**src/rtl/ltfc_pkg.sv**
```systemverilog
`default_nettype none

package ltfc_pkg;

  // Parse phase, one-hot
  typedef enum logic [2:0] {
    PH_HDR_HI = 3'b001,
    PH_HDR_LO = 3'b010,
    PH_VALUE  = 3'b100
  } phase_t;

  // Fault codes
  localparam logic [2:0] FAULT_NONE      = 3'd0;
  localparam logic [2:0] FAULT_TRUNC     = 3'd1;
  localparam logic [2:0] FAULT_EARLY_END = 3'd2;
  localparam logic [2:0] FAULT_POSITION  = 3'd3;
  localparam logic [2:0] FAULT_LENGTH    = 3'd4;
  localparam logic [2:0] FAULT_ADDRESS   = 3'd5;

  // TLV types
  localparam logic [6:0] KIND_END     = 7'd0;
  localparam logic [6:0] KIND_CHASSIS = 7'd1;
  localparam logic [6:0] KIND_PORT    = 7'd2;
  localparam logic [6:0] KIND_TTL     = 7'd3;
  localparam logic [6:0] KIND_CAPS    = 7'd7;
  localparam logic [6:0] KIND_MGMT    = 7'd8;
  localparam logic [6:0] KIND_ORG     = 7'd127;

  // Subtypes that carry a MAC or a network address
  localparam logic [7:0] CHASSIS_SUB_MAC = 8'd4;
  localparam logic [7:0] CHASSIS_SUB_NET = 8'd5;
  localparam logic [7:0] PORT_SUB_MAC    = 8'd3;
  localparam logic [7:0] PORT_SUB_NET    = 8'd4;

  // Address families
  localparam logic [7:0] AF_IPV4 = 8'd1;
  localparam logic [7:0] AF_IPV6 = 8'd2;
  localparam logic [7:0] AF_802  = 8'd6;

  localparam logic [8:0] MGMT_MAX_LENGTH = 9'd167;

  // Result queue
  localparam int QDEPTH = 4;
  localparam int QPTR_W = 2;

  localparam logic [7:0] COUNT_MAX = 8'hFF;

  typedef struct packed {
    logic        record_kind;
    logic [6:0]  tlv_kind;
    logic [8:0]  tlv_length;
    logic [7:0]  tlv_position;
    logic [7:0]  sub_kind;
    logic [31:0] field_value;
    logic        frame_ok;
    logic [2:0]  fault_code;
    logic        final_result;
  } result_t;

  // Up to two results per input beat, first in order in 'first'
  typedef struct packed {
    logic [1:0] count;
    result_t    first;
    result_t    second;
  } push_t;

  // Address string check: family byte then address
  function automatic logic net_fail(input logic [8:0] n, input logic [7:0] af);
    logic [8:0] m;
    m = n - 9'd1;
    return (n == 9'd0) ||
           (af == AF_IPV4 && m < 9'd4) ||
           (af == AF_IPV6 && m < 9'd16) ||
           (af == AF_802 && m < 9'd6);
  endfunction

  function automatic logic [2:0] tlv_fault(
    input logic [6:0] kind,
    input logic [8:0] len,
    input logic [7:0] sub,
    input logic [7:0] af,
    input logic [7:0] al,
    input logic [7:0] oid,
    input logic [7:0] counter
  );
    logic [9:0] len_w;
    logic [9:0] al_w;
    logic       is_chassis;
    len_w      = {1'b0, len};
    al_w       = {2'b0, al};
    is_chassis = (kind == KIND_CHASSIS);
    case (kind)
      KIND_CHASSIS, KIND_PORT: begin
        if (counter != {1'b0, kind - 7'd1}) return FAULT_POSITION;
        if (len < 9'd2) return FAULT_LENGTH;
        if (sub == (is_chassis ? CHASSIS_SUB_MAC : PORT_SUB_MAC) && len < 9'd7)
          return FAULT_LENGTH;
        if (sub == (is_chassis ? CHASSIS_SUB_NET : PORT_SUB_NET))
          return net_fail(len - 9'd1, af) ? FAULT_ADDRESS : FAULT_NONE;
        return FAULT_NONE;
      end
      KIND_TTL: begin
        if (counter != 8'd2) return FAULT_POSITION;
        return (len != 9'd2) ? FAULT_LENGTH : FAULT_NONE;
      end
      KIND_CAPS: return (len != 9'd4) ? FAULT_LENGTH : FAULT_NONE;
      KIND_MGMT: begin
        if (len < 9'd9 || len > MGMT_MAX_LENGTH) return FAULT_LENGTH;
        if (len - 9'd1 < {1'b0, al}) return FAULT_LENGTH;
        if (net_fail({1'b0, al}, af)) return FAULT_ADDRESS;
        if (len_w < al_w + 10'd7) return FAULT_LENGTH;
        if ({2'b0, oid} > len_w - al_w - 10'd7) return FAULT_LENGTH;
        return FAULT_NONE;
      end
      KIND_ORG: return (len < 9'd4) ? FAULT_LENGTH : FAULT_NONE;
      default: return FAULT_NONE;
    endcase
  endfunction

endpackage

`default_nettype wire

```
**src/rtl/ltfc_byte_if.sv**
```systemverilog
`default_nettype none

interface ltfc_byte_if;
  logic       valid;
  logic       ready;
  logic [7:0] data_byte;
  logic       frame_end;

  modport source (output valid, output data_byte, output frame_end, input ready);
  modport sink (input valid, input data_byte, input frame_end, output ready);
endinterface

`default_nettype wire

```
**src/rtl/ltfc_report_if.sv**
```systemverilog
`default_nettype none

interface ltfc_report_if;
  logic        valid;
  logic        ready;
  logic        record_kind;
  logic [6:0]  tlv_kind;
  logic [8:0]  tlv_length;
  logic [7:0]  tlv_position;
  logic [7:0]  sub_kind;
  logic [31:0] field_value;
  logic        frame_ok;
  logic [2:0]  fault_code;
  logic        final_result;

  modport source (
    output valid, output record_kind, output tlv_kind, output tlv_length,
    output tlv_position, output sub_kind, output field_value, output frame_ok,
    output fault_code, output final_result, input ready
  );
  modport sink (
    input valid, input record_kind, input tlv_kind, input tlv_length,
    input tlv_position, input sub_kind, input field_value, input frame_ok,
    input fault_code, input final_result, output ready
  );
endinterface

`default_nettype wire

```
**src/rtl/lldp_tlv_frame_checker_unit.sv**
```systemverilog
// LLDP TLV frame checker: one payload byte per beat, parsed in a single registered pass.
// Results are registered into the result queue and read out on report from its head.
// Throughput: one byte per cycle while the queue has room; a frame_end byte closing
//   a TLV queues two results, drained one per cycle on report.ready via a four-entry queue.
// Reset (rst, synchronous, active high): parser returns to the header high byte,
//   TLV count and latched fault clear, result queue empties.
`default_nettype none

module lldp_tlv_frame_checker_unit (
  input  logic        clk,
  input  logic        rst,
  ltfc_byte_if.sink   payload,
  ltfc_report_if.source report
);
  import ltfc_pkg::*;

  // Parser state
  phase_t      phase, phase_next;
  logic [7:0]  header_high, header_high_next;
  logic [6:0]  cur_kind, cur_kind_next;
  logic [8:0]  cur_length, cur_length_next;
  logic [8:0]  value_offset, value_offset_next;
  logic [7:0]  tlv_counter, tlv_counter_next;
  logic [7:0]  cur_subtype, cur_subtype_next;
  logic [31:0] value_acc, value_acc_next;
  logic [7:0]  address_length, address_length_next;
  logic [7:0]  oid_length, oid_length_next;
  logic [7:0]  addr_family, addr_family_next;
  logic [2:0]  latched_fault, latched_fault_next;
  logic        parsing_done, parsing_done_next;

  // Per-beat working values
  logic        accept;
  logic        room;
  logic        complete;
  logic [2:0]  fault;
  logic [6:0]  hdr_kind;
  logic [8:0]  hdr_len;
  logic [8:0]  off_inc;
  logic [9:0]  rel;        // offset relative to the byte after the mgmt address
  logic        past_addr;
  logic [7:0]  rec_sub;
  logic [31:0] rec_val;
  result_t     rec;
  push_t       push;

  assign accept        = payload.valid & payload.ready;
  assign payload.ready = room;

  assign hdr_kind  = header_high[7:1];
  assign hdr_len   = {header_high[0], payload.data_byte};
  assign off_inc   = value_offset + 9'd1;
  assign rel       = {1'b0, value_offset} - {2'b0, address_length} - 10'd1;
  assign past_addr = ({1'b0, value_offset} > {2'b0, address_length});

  always_comb begin
    phase_next          = phase;
    header_high_next    = header_high;
    cur_kind_next       = cur_kind;
    cur_length_next     = cur_length;
    value_offset_next   = value_offset;
    tlv_counter_next    = tlv_counter;
    cur_subtype_next    = cur_subtype;
    value_acc_next      = value_acc;
    address_length_next = address_length;
    oid_length_next     = oid_length;
    addr_family_next    = addr_family;
    latched_fault_next  = latched_fault;
    parsing_done_next   = parsing_done;
    complete            = 1'b0;
    fault               = FAULT_NONE;
    rec_sub             = '0;
    rec_val             = '0;
    rec                 = '0;
    push                = '0;

    if (accept && !parsing_done) begin
      unique case (phase)
        PH_HDR_HI: begin
          header_high_next = payload.data_byte;
          phase_next       = PH_HDR_LO;
        end
        PH_HDR_LO: begin
          cur_kind_next       = hdr_kind;
          cur_length_next     = hdr_len;
          value_offset_next   = '0;
          cur_subtype_next    = '0;
          value_acc_next      = '0;
          address_length_next = '0;
          oid_length_next     = '0;
          addr_family_next    = '0;
          if (hdr_kind == KIND_END && hdr_len == 9'd0) begin
            // End TLV: needs the three mandatory TLVs ahead of it
            phase_next        = PH_HDR_HI;
            parsing_done_next = 1'b1;
            if (tlv_counter < 8'd3) begin
              latched_fault_next = FAULT_EARLY_END;
            end else begin
              rec.tlv_position = tlv_counter;
              rec.final_result = 1'b1;
              push.first       = rec;
              push.count       = 2'd1;
              tlv_counter_next = (tlv_counter == COUNT_MAX) ? tlv_counter
                                                             : tlv_counter + 8'd1;
            end
          end else if (hdr_len == 9'd0) begin
            complete = 1'b1;
          end else begin
            phase_next = PH_VALUE;
          end
        end
        PH_VALUE: begin
          case (cur_kind)
            KIND_CHASSIS, KIND_PORT: begin
              if (value_offset == 9'd0) cur_subtype_next = payload.data_byte;
              else if (value_offset == 9'd1) addr_family_next = payload.data_byte;
            end
            KIND_TTL, KIND_CAPS, KIND_ORG: begin
              if (value_offset < 9'd4) value_acc_next = {value_acc[23:0], payload.data_byte};
            end
            KIND_MGMT: begin
              if (value_offset == 9'd0) address_length_next = payload.data_byte;
              else if (value_offset == 9'd1 && address_length != 8'd0)
                addr_family_next = payload.data_byte;
              if (value_offset != 9'd0 && past_addr) begin
                if (rel == 10'd0) cur_subtype_next = payload.data_byte;
                else if (rel >= 10'd1 && rel <= 10'd4)
                  value_acc_next = {value_acc[23:0], payload.data_byte};
                else if (rel == 10'd5) oid_length_next = payload.data_byte;
              end
            end
            default: ;
          endcase
          value_offset_next = off_inc;
          if (off_inc == cur_length) complete = 1'b1;
        end
        default: phase_next = PH_HDR_HI;
      endcase

      // TLV close: checks on the updated state, record if clean
      if (complete) begin
        phase_next = PH_HDR_HI;
        fault = tlv_fault(cur_kind_next, cur_length_next, cur_subtype_next,
                          addr_family_next, address_length_next, oid_length_next,
                          tlv_counter);
        if (fault != FAULT_NONE) begin
          latched_fault_next = fault;
          parsing_done_next  = 1'b1;
        end else begin
          case (cur_kind_next)
            KIND_CHASSIS: begin
              rec_sub = cur_subtype_next;
              if (cur_subtype_next == CHASSIS_SUB_NET) rec_val = {24'd0, addr_family_next};
            end
            KIND_PORT: begin
              rec_sub = cur_subtype_next;
              if (cur_subtype_next == PORT_SUB_NET) rec_val = {24'd0, addr_family_next};
            end
            KIND_TTL, KIND_CAPS: rec_val = value_acc_next;
            KIND_MGMT: begin
              rec_sub = cur_subtype_next;
              rec_val = value_acc_next;
            end
            KIND_ORG: begin
              rec_sub = value_acc_next[7:0];
              rec_val = {8'd0, value_acc_next[31:8]};
            end
            default: ;
          endcase
          rec.tlv_kind     = cur_kind_next;
          rec.tlv_length   = cur_length_next;
          rec.tlv_position = tlv_counter;
          rec.sub_kind     = rec_sub;
          rec.field_value  = rec_val;
          rec.final_result = 1'b1;
          push.first       = rec;
          push.count       = 2'd1;
          tlv_counter_next = (tlv_counter == COUNT_MAX) ? tlv_counter
                                                         : tlv_counter + 8'd1;
        end
      end
    end

    // Frame verdict, then the frame state starts over
    if (accept && payload.frame_end) begin
      if (!parsing_done_next && phase_next == PH_VALUE) latched_fault_next = FAULT_TRUNC;
      rec              = '0;
      rec.record_kind  = 1'b1;
      rec.tlv_position = tlv_counter_next;
      rec.frame_ok     = (latched_fault_next == FAULT_NONE);
      rec.fault_code   = latched_fault_next;
      rec.final_result = 1'b1;
      if (push.count == 2'd0) begin
        push.first = rec;
        push.count = 2'd1;
      end else begin
        push.first.final_result = 1'b0;
        push.second             = rec;
        push.count              = 2'd2;
      end
      phase_next          = PH_HDR_HI;
      header_high_next    = '0;
      cur_kind_next       = '0;
      cur_length_next     = '0;
      value_offset_next   = '0;
      tlv_counter_next    = '0;
      cur_subtype_next    = '0;
      value_acc_next      = '0;
      address_length_next = '0;
      oid_length_next     = '0;
      addr_family_next    = '0;
      latched_fault_next  = FAULT_NONE;
      parsing_done_next   = 1'b0;
    end
  end

  always_ff @(posedge clk) begin
    if (rst) begin
      phase         <= PH_HDR_HI;
      tlv_counter   <= '0;
      latched_fault <= FAULT_NONE;
      parsing_done  <= 1'b0;
    end else begin
      phase         <= phase_next;
      tlv_counter   <= tlv_counter_next;
      latched_fault <= latched_fault_next;
      parsing_done  <= parsing_done_next;
    end
  end

  // Payload state: always rewritten at a header before it is used
  always_ff @(posedge clk) begin
    header_high    <= header_high_next;
    cur_kind       <= cur_kind_next;
    cur_length     <= cur_length_next;
    value_offset   <= value_offset_next;
    cur_subtype    <= cur_subtype_next;
    value_acc      <= value_acc_next;
    address_length <= address_length_next;
    oid_length     <= oid_length_next;
    addr_family    <= addr_family_next;
  end

  ltfc_result_queue u_queue (
    .clk    (clk),
    .rst    (rst),
    .push   (push),
    .room   (room),
    .report (report)
  );

`ifndef NO_ASSERTIONS
  a_verdict_out: assert property (@(posedge clk) disable iff (rst)
    (accept && payload.frame_end) |=> report.valid)
    else $error("frame end beat gave no queued verdict");

  a_fault_stops: assert property (@(posedge clk) disable iff (rst)
    (latched_fault != FAULT_NONE) |-> parsing_done)
    else $error("fault latched while parser still running");

  a_value_len: assert property (@(posedge clk) disable iff (rst)
    (phase == PH_VALUE) |-> (cur_length != 9'd0))
    else $error("value phase with zero TLV length");

  a_pair_order: assert property (@(posedge clk) disable iff (rst)
    (push.count == 2'd2) |-> (push.second.record_kind && !push.first.record_kind))
    else $error("two results in one beat must be record then verdict");
`endif

endmodule

`default_nettype wire

```
**src/rtl/ltfc_result_queue.sv**
```systemverilog
`default_nettype none

module ltfc_result_queue (
  input  logic            clk,
  input  logic            rst,
  input  ltfc_pkg::push_t push,
  output logic            room,
  ltfc_report_if.source   report
);
  import ltfc_pkg::*;

  result_t           q [QDEPTH];
  logic [QPTR_W-1:0] rptr;
  logic [QPTR_W-1:0] wptr;
  logic [QPTR_W:0]   count;
  logic              pop;
  result_t           head;

  assign pop  = report.valid & report.ready;
  assign room = (count <= (QPTR_W + 1)'(QDEPTH - 2));
  assign head = q[rptr];

  always_ff @(posedge clk) begin
    if (push.count != 2'd0) q[wptr] <= push.first;
    if (push.count == 2'd2) q[wptr + 1'b1] <= push.second;
  end

  always_ff @(posedge clk) begin
    if (rst) begin
      rptr  <= '0;
      wptr  <= '0;
      count <= '0;
    end else begin
      wptr  <= wptr + QPTR_W'(push.count);
      rptr  <= rptr + QPTR_W'(pop);
      count <= count + (QPTR_W + 1)'(push.count) - (QPTR_W + 1)'(pop);
    end
  end

  assign report.valid        = (count != '0);
  assign report.record_kind  = head.record_kind;
  assign report.tlv_kind     = head.tlv_kind;
  assign report.tlv_length   = head.tlv_length;
  assign report.tlv_position = head.tlv_position;
  assign report.sub_kind     = head.sub_kind;
  assign report.field_value  = head.field_value;
  assign report.frame_ok     = head.frame_ok;
  assign report.fault_code   = head.fault_code;
  assign report.final_result = head.final_result;

`ifndef NO_ASSERTIONS
  a_count_bound: assert property (@(posedge clk) disable iff (rst)
    count <= (QPTR_W + 1)'(QDEPTH))
    else $error("result queue count beyond depth");

  a_push_room: assert property (@(posedge clk) disable iff (rst)
    (push.count != 2'd0) |-> room)
    else $error("push into result queue without room");

  a_pop_only: assert property (@(posedge clk) disable iff (rst)
    (pop && push.count == 2'd0) |=> count == $past(count) - 1'b1)
    else $error("result queue count not decremented on pop");
`endif

endmodule

`default_nettype wire
```
**src/flat_wrapper.sv**
```systemverilog
// flat-port wrapper written by rule: the top's interface ports become plain ports
module lldp_tlv_frame_checker_unit_flat import ltfc_pkg::*;
  (clk, rst, payload_valid, payload_data_byte, payload_frame_end, payload_ready, report_valid, report_record_kind, report_tlv_kind, report_tlv_length, report_tlv_position, report_sub_kind, report_field_value, report_frame_ok, report_fault_code, report_final_result, report_ready);
  ltfc_byte_if payload_i ();
  ltfc_report_if report_i ();
  input  logic clk;
  input  logic rst;
  input wire logic [$bits(payload_i.valid)-1:0] payload_valid;
  input wire logic [$bits(payload_i.data_byte)-1:0] payload_data_byte;
  input wire logic [$bits(payload_i.frame_end)-1:0] payload_frame_end;
  output wire logic [$bits(payload_i.ready)-1:0] payload_ready;
  output wire logic [$bits(report_i.valid)-1:0] report_valid;
  output wire logic [$bits(report_i.record_kind)-1:0] report_record_kind;
  output wire logic [$bits(report_i.tlv_kind)-1:0] report_tlv_kind;
  output wire logic [$bits(report_i.tlv_length)-1:0] report_tlv_length;
  output wire logic [$bits(report_i.tlv_position)-1:0] report_tlv_position;
  output wire logic [$bits(report_i.sub_kind)-1:0] report_sub_kind;
  output wire logic [$bits(report_i.field_value)-1:0] report_field_value;
  output wire logic [$bits(report_i.frame_ok)-1:0] report_frame_ok;
  output wire logic [$bits(report_i.fault_code)-1:0] report_fault_code;
  output wire logic [$bits(report_i.final_result)-1:0] report_final_result;
  input wire logic [$bits(report_i.ready)-1:0] report_ready;
  assign payload_i.valid = payload_valid;
  assign payload_i.data_byte = payload_data_byte;
  assign payload_i.frame_end = payload_frame_end;
  assign payload_ready = payload_i.ready;
  assign report_valid = report_i.valid;
  assign report_record_kind = report_i.record_kind;
  assign report_tlv_kind = report_i.tlv_kind;
  assign report_tlv_length = report_i.tlv_length;
  assign report_tlv_position = report_i.tlv_position;
  assign report_sub_kind = report_i.sub_kind;
  assign report_field_value = report_i.field_value;
  assign report_frame_ok = report_i.frame_ok;
  assign report_fault_code = report_i.fault_code;
  assign report_final_result = report_i.final_result;
  assign report_i.ready = report_ready;
  lldp_tlv_frame_checker_unit u_core (.clk(clk), .rst(rst), .payload(payload_i), .report(report_i));
endmodule
```
**config.mk**
```make
export PLATFORM = sky130hd
export DESIGN_NAME = lldp_tlv_frame_checker_unit_flat
export DESIGN_NICKNAME = d
export VERILOG_FILES = /design/src/rtl/ltfc_pkg.sv /design/src/rtl/ltfc_byte_if.sv /design/src/rtl/ltfc_report_if.sv /design/src/rtl/lldp_tlv_frame_checker_unit.sv /design/src/rtl/ltfc_result_queue.sv /design/src/flat_wrapper.sv
export SDC_FILE = /design/constraint.sdc
export NUM_CORES = 1
export LEC_CHECK = 0
export ABC_AREA = 0
export BUFFER_PORTS_ARGS = -buffer_cell sky130_fd_sc_hd__buf_2
export CAP_MARGIN = 20
export CORE_UTILIZATION = 38
export DETAILED_ROUTE_END_ITERATION = 8
export GPL_TIMING_DRIVEN = 0
export PLACE_DENSITY = 0.61
export SETUP_SLACK_MARGIN = 0.1
export SLEW_MARGIN = 30
export SYNTH_ARGS = -nofsm -noshare
export SYNTH_HDL_FRONTEND = slang
export SYNTH_SLANG_ARGS = --single-unit
```
**constraint.sdc**
```tcl
create_clock -name clk -period 17.45 [get_ports clk]
set_input_delay 2.6175 -clock clk [delete_from_list [all_inputs] [get_ports clk]]
set_output_delay 2.6175 -clock clk [all_outputs]
set_load 0.05 [all_outputs]
```
==> results.toml, run 1 <==
[run_status]
status = "finished, final reports clean"

[timing]
period_share = 0.632
finalHoldViolations = 0
hold_ws_ps = 444
tns_ps = 0
clock_skew_ps = 26.2
setup_viol = 0
tightestPinTransition_ps = 989
slew_headroom = 0.338
finalWorstSetupSlack_ps = 6420
slew_viol_final = 0
post-route-min-period_ps = 11030
grt_setup_unrepaired = "false"
fmax_mhz = 90.7

[drt]
first_pass_iters = 6
routed_wl_um = 70700
dr.first_iter.drc_count = 1871
antenna_left = 0
drt-wirelength-per-cell_um = 21.3
viasPerCell = 5.81
drc_errors = 0
vias = 19300

[placement]
port-buffer-count = 83
postPlaceCellArea_sq_um = 22500
gp_congestion = 0.933
dp_slack_ps = 5730
dpl.hpwl_um = 52300

[pwr]
power_mw = 3.16
p_leak_nw = 8.77
p_per_area_nw_per_um2 = 132
peakVddDrop_mv = 0.0814

[cts]
cts_tree = "yes"
h-tree-depth = 2
path_clk_slew_ps = 60
clock_latency_ps = 590
holdBufCountCts = 0
clock_sinks = 399
cts-root-buf = "clkbuf_16"
cts_repair_resize_count = 0
clockBufferDepth = 3
cts_setup_buffers = 0
numCtsBuffers = 44

[worst_setup_path]
crit_fanout = 14
end_kind = "register"
cp_common_cell = "ha_1"
startpoint_type = "primary input"
critPathArrivalTime_ps = 11240
worstSetupPathType = "in2reg"
worstPathRequired_ps = 17660
cp_slowest_cell = "mux2i_2"
max_stage_delay_ps = 680

[global_route]
grt_pass1_vias = 18300
grt_overflow = 0
grt_max_degree = 15
antenna_found_initial = 0
grt_first_pass_wirelength_um = 108000
grt_util_all_layers = 0.245

[synthesis]
synth-seq-cells = 399
synth_xor_area_frac = 0.0226
ys_types = 97
synth_mux_area_frac = 0.0988
synth_top_family_by_area = "simple AND/OR/NAND/NOR gates"
synth_fp_nets = 2502
avgSynthCellArea_sq_um = 8.75
ys_seq_area_frac = 0.405
synth-edff-count = 56
yosysWarnings = 0
yosys.area_share.simple = 0.191
synth_ff_type = "dfxtp_1"
async_reset_ff_frac = 0
synth-adder-area-share = 0.0455
synth_cells = 2414
netlist_area_sq_um = 21100
synth_compound_area_frac = 0.191

[floorplan]
core_sq_um = 55000
die_x_um = 238
io_pins = 85
rows = 86
die-area_sq_um = 56600
start_util = 0.384
die_h_um = 238

[hold_path]
hp-class = "reg2reg"

[final_layout]
area_growth_pct = 13.4
finalInstanceArea_sq_um = 24000
drive_above_1_share = 0.121
num-nets-final = 2632

[run]
cap_viol_max_count = 0
==> power by group <==
group / switching (mW) / leakage, nW / total (mW) / internal, mW
Clock: 0.400 / 0.701 / 0.929 / 0.529
Combinational: 0.743 / 4.79 / 1.17 / 0.423
Sequential: 0.0715 / 3.28 / 1.07 / 0.996
==> worst paths after layout <==
check	from	to	slack [ps]	cells after the start
worst min register to register	u_core.u_queue.q[2][54]$_SDFFE_PP0N_	u_core.u_queue.q[2][54]$_SDFFE_PP0N_	440	2
worst min-delay path	u_core.u_queue.q[2][54]$_SDFFE_PP0N_	u_core.u_queue.q[2][54]$_SDFFE_PP0N_	440	2
worst max-delay path	payload_data_byte[0]	u_core.u_queue.q[1][0]$_DFFE_PP_	6420	31
worst max register to register	u_core.value_offset[0]$_SDFFE_PP0P_	u_core.u_queue.q[1][0]$_DFFE_PP_	7440	34
==> routing by layer <==
| metal | share of wire | vias up | GRT usage | routed length (um) |
|---|---|---|---|---|
| met4 | 0.038 | 0 | 0.0997 | 2690 |
| met1 | 0.42 | 9344 | 0.320 | 29900 |
| met2 | 0.47 | 846 | 0.407 | 33500 |
| met3 | 0.064 | 151 | 0.0324 | 4560 |
| li1 | - | 8986 | - | - |
| met5 | 0 | - | 0 | 0 |
==> state kept, by name (all words and copies together), names as in the netlist <==
name	flops
u_core.latched_fault	3
u_core.header_high	8
u_core.parsing_done	1
u_core.u_queue.wptr	2
u_core.cur_length	9
u_core.cur_subtype	8
u_core.value_offset	9
u_core.value_acc	32
u_core.u_queue.count	3
u_core.oid_length	8
u_core.address_length	8
u_core.u_queue.q	280
u_core.addr_family	8
u_core.tlv_counter	8
u_core.cur_kind	7
u_core.u_queue.rptr	2
u_core.phase	3
==> logic make-up after synthesis <==
| group | Yosys count |
|---|---|
| AO/OA/AOI/OAI | 665 |
| XOR/XNOR | 53 |
| adder cells (fa/ha/maj) | 75 |
| buffers and inverters | 238 |
| flip-flops | 399 |
| multiplexers | 111 |
| AND/OR/NAND/NOR | 873 |
==> cell usage after synthesis, drive strengths merged, types with 14 or more instances <==
master	n	area [sq um]
o22ai	41	257
a22oi	48	375
a31oi	26	169
clkbuf	128	480
nor3	52	277
dfxtp	343	6870
a21oi	104	532
edfxtp	56	1680
mux4	70	1580
nand2	380	1430
nor2b	21	131
xnor2	38	333
nand3	37	185
a211oi	34	255
o21ai	310	1560
nand4	22	138
mux2i	37	465
ha	72	901
nor2	208	791
xor2	14	123
buf	40	240
nor3b	14	120
inv	69	262
and3	53	332
==> layout make-up <==
class,count,area [sq um]
Tap cell,748,936
Inverter,70,265
Clock buffer,60,1230
Clock inverter,19,193
Antenna cell,1,2.50
Buffer,168,724
Sequential cell,399,8550
Multi-Input combinational cell,1777,11600
Timing Repair Buffer,84,423
Fill cell,5386,31000
==> worst max-delay path, delay by kind of cell <==
kind,cells,cell delay (ps)
simple gates,6,1490
compound gates,9,2210
buf+inv,9,2670
xor+xnor,1,90
fa+ha+maj,5,1450
mux,1,680
==> per-stage QoR <==
step,utilization,std cells
floorplan,-,2414
detailed placement,0.409,3246
global route,0.436,3325
CTS,0.435,3325
finish,0.436,3326
global placement,0.409,3245
==> layout by cell type (no fill, tap or decap), types with 8 or more instances in the layout <==
master     count
nand2_1      378
dfxtp_1      343
o21ai_0      293
nor2_1       206
clkbuf_1     137
a21oi_1      103
buf_2         95
ha_1          72
mux4_2        70
inv_1         64
edfxtp_1      56
and3_1        53
nor3_1        48
a22oi_1       45
clkbuf_16     44
o22ai_1       41
xnor2_1       38
nand3_1       37
a211oi_1      34
a31oi_1       25
mux2i_1       23
nand4_1       22
nor2b_1       21
o21ai_1       16
xor2_1        14
o221ai_1      12
buf_1         12
nand3b_1      11
nor3b_1       11
nand2b_1      11
or4_1         10
o211ai_1       9
o21a_1         9
a21o_1         8
a22o_1         8
nor4_1         8
clkinv_2       8
No activity file was read; power rests on OpenSTA's default activity.
==> run 2, diff against run 1 <==
--- a/config.mk
+++ b/config.mk
@@ -5,7 +5,7 @@
 export SDC_FILE = /design/constraint.sdc
 export NUM_CORES = 1
 export LEC_CHECK = 0
-export ABC_AREA = 0
+export ABC_AREA = 1
 export BUFFER_PORTS_ARGS = -buffer_cell sky130_fd_sc_hd__buf_2
 export CAP_MARGIN = 20
 export CORE_UTILIZATION = 38
==> constraint.sdc (replaced) <==
create_clock -name clk -period 11.1 [get_ports clk]
set_input_delay 1.665 -clock clk [delete_from_list [all_inputs] [get_ports clk]]
set_output_delay 1.665 -clock clk [all_outputs]
set_load 0.05 [all_outputs]
==> results.toml, run 2 <==
[floorplan]
start_util = 0.387
die_h_um = 248
rows = 89
die-area_sq_um = 61600
core_sq_um = 59500
io_pins = 85
die_x_um = 248

[final_layout]
finalCoreUtilization = 0.436
nFillCells = 6281
layout_commonest_cell = "nand2_1"
antenna_cells = 0
layout.cells.most_common_list = "592 x nand2_1, 568 x o21ai_0, 378 x nand3_1"
drive_above_1_share = 0.0618
finalInstanceArea_sq_um = 25900
area_growth_pct = 12.6
top_regs = "u_core.u_queue.q: 280 flops, u_core.value_acc: 32 flops"
top_register = "u_core.u_queue.q"
num-nets-final = 3599
largest_reg_flops = 280

[synthesis]
synth_cells = 3379
synth.top_cells.by_count = "592 x nand2_1, 568 x o21ai_0, 378 x nand3_1"
ys_seq_area_frac = 0.371
netlist_top_cells_area = "dfxtp_1 30%, o21ai_0 12%, nand2_1 9.6%, nand3_1 8.2%, edfxtp_1 7.3%"
ys_types = 58
synth-seq-cells = 399
async_reset_ff_frac = 0
avgSynthCellArea_sq_um = 6.82
synth_ff_type = "dfxtp_1"
synth-edff-count = 56
yosysMostFrequentCell = "nand2_1"
yosysTopAreaCellShare = 0.298
synth_fp_nets = 3467
yosysTopAreaCell = "dfxtp_1"
yosysWarnings = 0
netlist_area_sq_um = 23000

[pwr]
clock_power_share = 0.264
p_leak_nw = 10.3
seqPwrFrac = 0.279
p_per_area_nw_per_um2 = 226
combPwrFrac = 0.457
power_mw = 5.86
power.net_switching_mw = 2.71
peakVddDrop_mv = 0.151
p_int_mw = 3.15
switching_share = 0.462

[worst_setup_path]
startpoint_type = "register"
crit_fanout = 14
critPathArrivalTime_ps = 9300
cp_common_cell = "nand2_1"
end_kind = "register"
cp_slowest_cell = "nor3_1"
worstSetupPathType = "reg2reg"
max_stage_delay_ps = 810
worstPathRequired_ps = 11330

[cts]
clockBufferDepth = 3
clock_latency_ps = 600
holdBufCountCts = 0
numCtsBuffers = 46
path_clk_slew_ps = 60
cts-root-buf = "clkbuf_16"
cts_setup_buffers = 0
cts_repair_resize_count = 0
cts_tree = "yes"
clock_sinks = 399
h-tree-depth = 2

[timing]
slew_viol_final = 0
slew_headroom = 0.316
post-route-min-period_ps = 9070
hold_ws_ps = 479
period_share = 0.817
grt_setup_unrepaired = "false"
fmax_mhz = 110
finalHoldViolations = 0
tightestPinTransition_ps = 1020
clock_skew_ps = 14.8
setup_viol = 0
tns_ps = 0

[global_route]
grt_util_all_layers = 0.272
antenna_found_initial = 0
grt_first_pass_wirelength_um = 130000
grt_max_degree = 15
grt_pass1_vias = 21900
grt_overflow = 0

[drt]
routed_wl_um = 85400
antenna_left = 0
drc_errors = 0
viasPerCell = 5.69
first_pass_iters = 5
drt-wirelength-per-cell_um = 19.8
vias = 24500
dr.first_iter.drc_count = 2781

[placement]
gp_congestion = 0.930
dpl.hpwl_um = 63600
port-buffer-count = 84
postPlaceCellArea_sq_um = 24400

[run_status]
status = "finished, final reports clean"

[hold_path]
hp-class = "reg2reg"

[run]
cap_viol_max_count = 0
## run 2: changes by cell type after synthesis, sizes merged, moves of 36 or more
cell and delta:
nand3 +343, o21ai +306, inv +243, nand2 +215
a21oi +113, nor2 +78, mux4 -70, clkbuf +61
o22ai +59, and3 -53, a22oi -41, mux2i -36
## run 2: final timing paths
check                                             from                                   end  slack (ps)  cells past startpoint
setup / recovery   u_core.value_offset[0]$_SDFFE_PP0P_     u_core.u_queue.q[3][48]$_DFFE_PP_        2030                     43
hold / removal    u_core.u_queue.q[2][26]$_SDFFE_PP0N_  u_core.u_queue.q[2][26]$_SDFFE_PP0N_         480                      2
setup reg to reg   u_core.value_offset[0]$_SDFFE_PP0P_     u_core.u_queue.q[3][48]$_DFFE_PP_        2030                     43
hold reg to reg   u_core.u_queue.q[2][26]$_SDFFE_PP0N_  u_core.u_queue.q[2][26]$_SDFFE_PP0N_         480                      2
## run 2: kinds of logic after synthesis
| logic type | share of synthesized area |
|---|---|
| XOR/XNOR | 0.0133 |
| AO/OA/AOI/OAI | 0.231 |
| buffers and inverters | 0.0899 |
| AND/OR/NAND/NOR | 0.253 |
| multiplexers | 0.000434 |
| adder cells (fa/ha/maj) | 0.0417 |
| flip-flops | 0.371 |
## run 2: layout make-up
type,count,area (sq um),share of cell area
timing repair buffer,84,420,0.0162
buffer,219,876,0.0338
clock buffer,70,1340,0.0517
inverter,317,1190,0.0461
clock inverter,11,161,0.00622
tap,773,967,0.0373
sequential,399,8550,0.329
multi-input combinational,2444,12400,0.479
## run 2: critical path, delay by kind of cell, from the launching register on
| kind | cells | cell delay, ps |
|---|---|---|
| buf+inv | 10 | 2000 |
| compound gates | 9 | 1180 |
| fa+ha+maj | 4 | 1360 |
| flops | 1 | 540 |
| simple gates | 20 | 3580 |
## run 2: power groups by stage
stage / clock network [mW] / logic (mW) / registers [mW]
2_1_floorplan: 0 / 1.90 / 1.64
3_3_place_gp: 0 / 2.63 / 1.67
3_5_place_dp: 0 / 2.64 / 1.67
4_1_cts: 1.56 / 2.65 / 1.64
5_1_grt: 1.61 / 2.94 / 1.65
6_report: 1.55 / 2.68 / 1.64
## run 2: layer usage
metal | global-route usage | up-vias | share of wire
met5 | 0 | - | 0
met4 | 0.0920 | 0 | 0.032
met3 | 0.0278 | 156 | 0.083
met2 | 0.426 | 1154 | 0.44
met1 | 0.387 | 11500 | 0.45
li1 | - | 11800 | -
## run 2: stage by stage
stage | std cells | setup WS (ps)
3_3_place_gp | 4236 | 1960
3_5_place_dp | 4236 | 1930
6_report | 4317 | 2030
2_1_floorplan | 3379 | 4280
5_1_grt | 4317 | 1310
4_1_cts | 4317 | 2060
==> run 3, diff against run 2 <==
--- a/config.mk
+++ b/config.mk
@@ -5,13 +5,13 @@
 export SDC_FILE = /design/constraint.sdc
 export NUM_CORES = 1
 export LEC_CHECK = 0
-export ABC_AREA = 1
+export ABC_AREA = 0
 export BUFFER_PORTS_ARGS = -buffer_cell sky130_fd_sc_hd__buf_2
 export CAP_MARGIN = 20
 export CORE_UTILIZATION = 38
 export DETAILED_ROUTE_END_ITERATION = 8
 export GPL_TIMING_DRIVEN = 0
-export PLACE_DENSITY = 0.61
+export PLACE_DENSITY = 0.63
 export SETUP_SLACK_MARGIN = 0.1
 export SLEW_MARGIN = 30
 export SYNTH_ARGS = -nofsm -noshare
==> constraint.sdc (replaced) <==
create_clock -name clk -period 8.1 [get_ports clk]
set_input_delay 1.215 -clock clk [delete_from_list [all_inputs] [get_ports clk]]
set_output_delay 1.215 -clock clk [all_outputs]
set_load 0.05 [all_outputs]
==> results.toml, run 3 (same netlist as run 1, synthesis figures left out) <==
[final_layout]
largest_reg_flops = 280
fin_cells = 3343
top_register = "u_core.u_queue.q"
top_regs = "u_core.u_queue.q: 280 flops, u_core.value_acc: 32 flops"
area_growth_pct = 15.5
layout.cells.most_common_list = "378 x nand2_1, 343 x dfxtp_1, 293 x o21ai_0"
antenna_cells = 0
drive_above_1_share = 0.145
layout_commonest_cell = "nand2_1"
num-nets-final = 2648

[timing]
post-route-min-period_ps = 7690
grt_setup_unrepaired = "false"
slew_headroom = 0.367
fmax_mhz = 130
tightestPinTransition_ps = 945
setup_viol = 0
finalHoldViolations = 0
period_share = 0.950
clock_skew_ps = 24.2
slew_viol_final = 0

[worst_setup_path]
startpoint_type = "register"
max_stage_delay_ps = 520
r2r_slack_ps = 410
crit_fanout = 14
r2r_cells = 35
worst_r2r_endpoint = "u_core.u_queue.q[3][3]$_DFFE_PP_"
worstSetupPathType = "reg2reg"
worstPathRequired_ps = 8430
crit_start = "u_core.value_offset[0]$_SDFFE_PP0P_"
end_kind = "register"
cp_slowest_cell = "or4b_4"
regToRegStartpoint = "u_core.value_offset[0]$_SDFFE_PP0P_"
critPathArrivalTime_ps = 8020

[global_route]
grt_max_degree = 15
grt_pass1_vias = 18400
grt_overflow = 0
grt_util_all_layers = 0.244
antenna_found_initial = 0
grt_first_pass_wirelength_um = 107000

[hold_path]
hp-class = "reg2reg"
hp-start = "u_core.u_queue.q[2][66]$_SDFFE_PP0N_"
whs_path_depth = 2
hold_end = "u_core.u_queue.q[2][66]$_SDFFE_PP0N_"

[cts]
holdBufCountCts = 0
h-tree-depth = 2
path_clk_slew_ps = 60
clock_latency_ps = 600
numCtsBuffers = 43
cts_tree = "yes"
clockBufferDepth = 3
cts-root-buf = "clkbuf_16"
clock_sinks = 399

[floorplan]
core_sq_um = 55000
die_h_um = 238
io_pins = 85
die-area_sq_um = 56600
rows = 86
start_util = 0.384
die_x_um = 238

[pwr]
p_leak_nw = 8.96
power_mw = 6.90
p_per_area_nw_per_um2 = 283
peakVddDrop_mv = 0.173

[placement]
port-buffer-count = 83
gp_congestion = 0.939
dpl.cell_count = 3245
dpl.hpwl_um = 51800

[run]
cap_viol_max_count = 0

[drt]
vias = 19400
dr.first_iter.drc_count = 2081
antenna_left = 0
viasPerCell = 5.81
drc_errors = 0
drt-wirelength-per-cell_um = 21.1
routed_wl_um = 70600
first_pass_iters = 6

[run_status]
status = "finished, final reports clean"
==> run 3: cell count changes in the layout (fill, tap and decap cells not counted), sizes merged, moves of 70 or more <==
cell   previous run  this run
inv             315        70
o21ai           616       310
nand3           380        37
nor2            286       208
mux4              0        70
nand2           595       380
a21oi           217       104
==> run 3: worst max path at each step <==
stage / endpoint / slack (ps)
final: u_core.u_queue.q[3][3]$_DFFE_PP_ / 410
after CTS: u_core.u_queue.q[0][47]$_DFFE_PP_ / 110
after global placement: u_core.u_queue.q[0][50]$_DFFE_PP_ / -2400
after detailed placement: u_core.u_queue.q[2][0]$_DFFE_PP_ / -2120
after floorplan: u_core.u_queue.q[1][0]$_DFFE_PP_ / 720
after global routing: u_core.u_queue.q[1][49]$_DFFE_PP_ / 90
==> run 3: final cells by class <==
cell class	instances	area [sq um]
well taps	748	936
multi-input cells	1777	11800
plain buffers	167	777
flip-flops and latches	399	8550
repair buffers	102	591
fillers	5308	30600
inverters	70	280
clock buffers	66	1310
clock inverters	14	170
==> run 3: report_power, final <==
group,switching [mW],internal (mW),leakage (nW),total [mW]
combinational,1.60,0.938,4.95,2.54
sequential,0.162,2.15,3.28,2.31
clock,0.855,1.19,0.726,2.05
total,2.62,4.28,8.96,6.90
==> run 3: through the flow <==
stage | hold slack [ps] | setup TNS [ps] | utilization | setup slack, ps | instance area (sq um)
after detailed placement | 439 | -399420 | 0.409 | -2120 | 22500
final | 447 | 0 | 0.444 | 406 | 24400
after CTS | 450 | 0 | 0.440 | 106 | 24200
after global placement | 428 | -442090 | 0.409 | -2400 | 22500
after floorplan | 420 | 0 | - | 720 | 21100
after global routing | 467 | 0 | 0.444 | 86.6 | 24400
==> run 3: worst max-delay path: cells and delay by family, from the launching register on <==
family / cells / cell delay [ps]
XOR/XNOR: 1 / 190
AND/OR/NAND/NOR: 8 / 1520
AO/OA/AOI/OAI: 11 / 2140
adder cells (fa/ha/maj): 6 / 1630
buffers and inverters: 9 / 1500
flip-flops: 1 / 410
==> run 3: layer usage <==
layer / share of wire / vias to the layer above / GRT usage / routed length (um)
met5: 0 / - / 0 / 0
met4: 0.044 / 0 / 0.110 / 3100
met3: 0.063 / 190 / 0.0353 / 4480
met2: 0.47 / 757 / 0.407 / 33300
met1: 0.42 / 9476 / 0.313 / 29700
li1: - / 9013 / - / -
==> run 3: repair_timing <==
item | CTS | global route
endpoints found under the setup margin | 339 | 227
gates resized for setup | 42 | 49
setup buffers | 8 | 11
pin swaps | 4 | 7
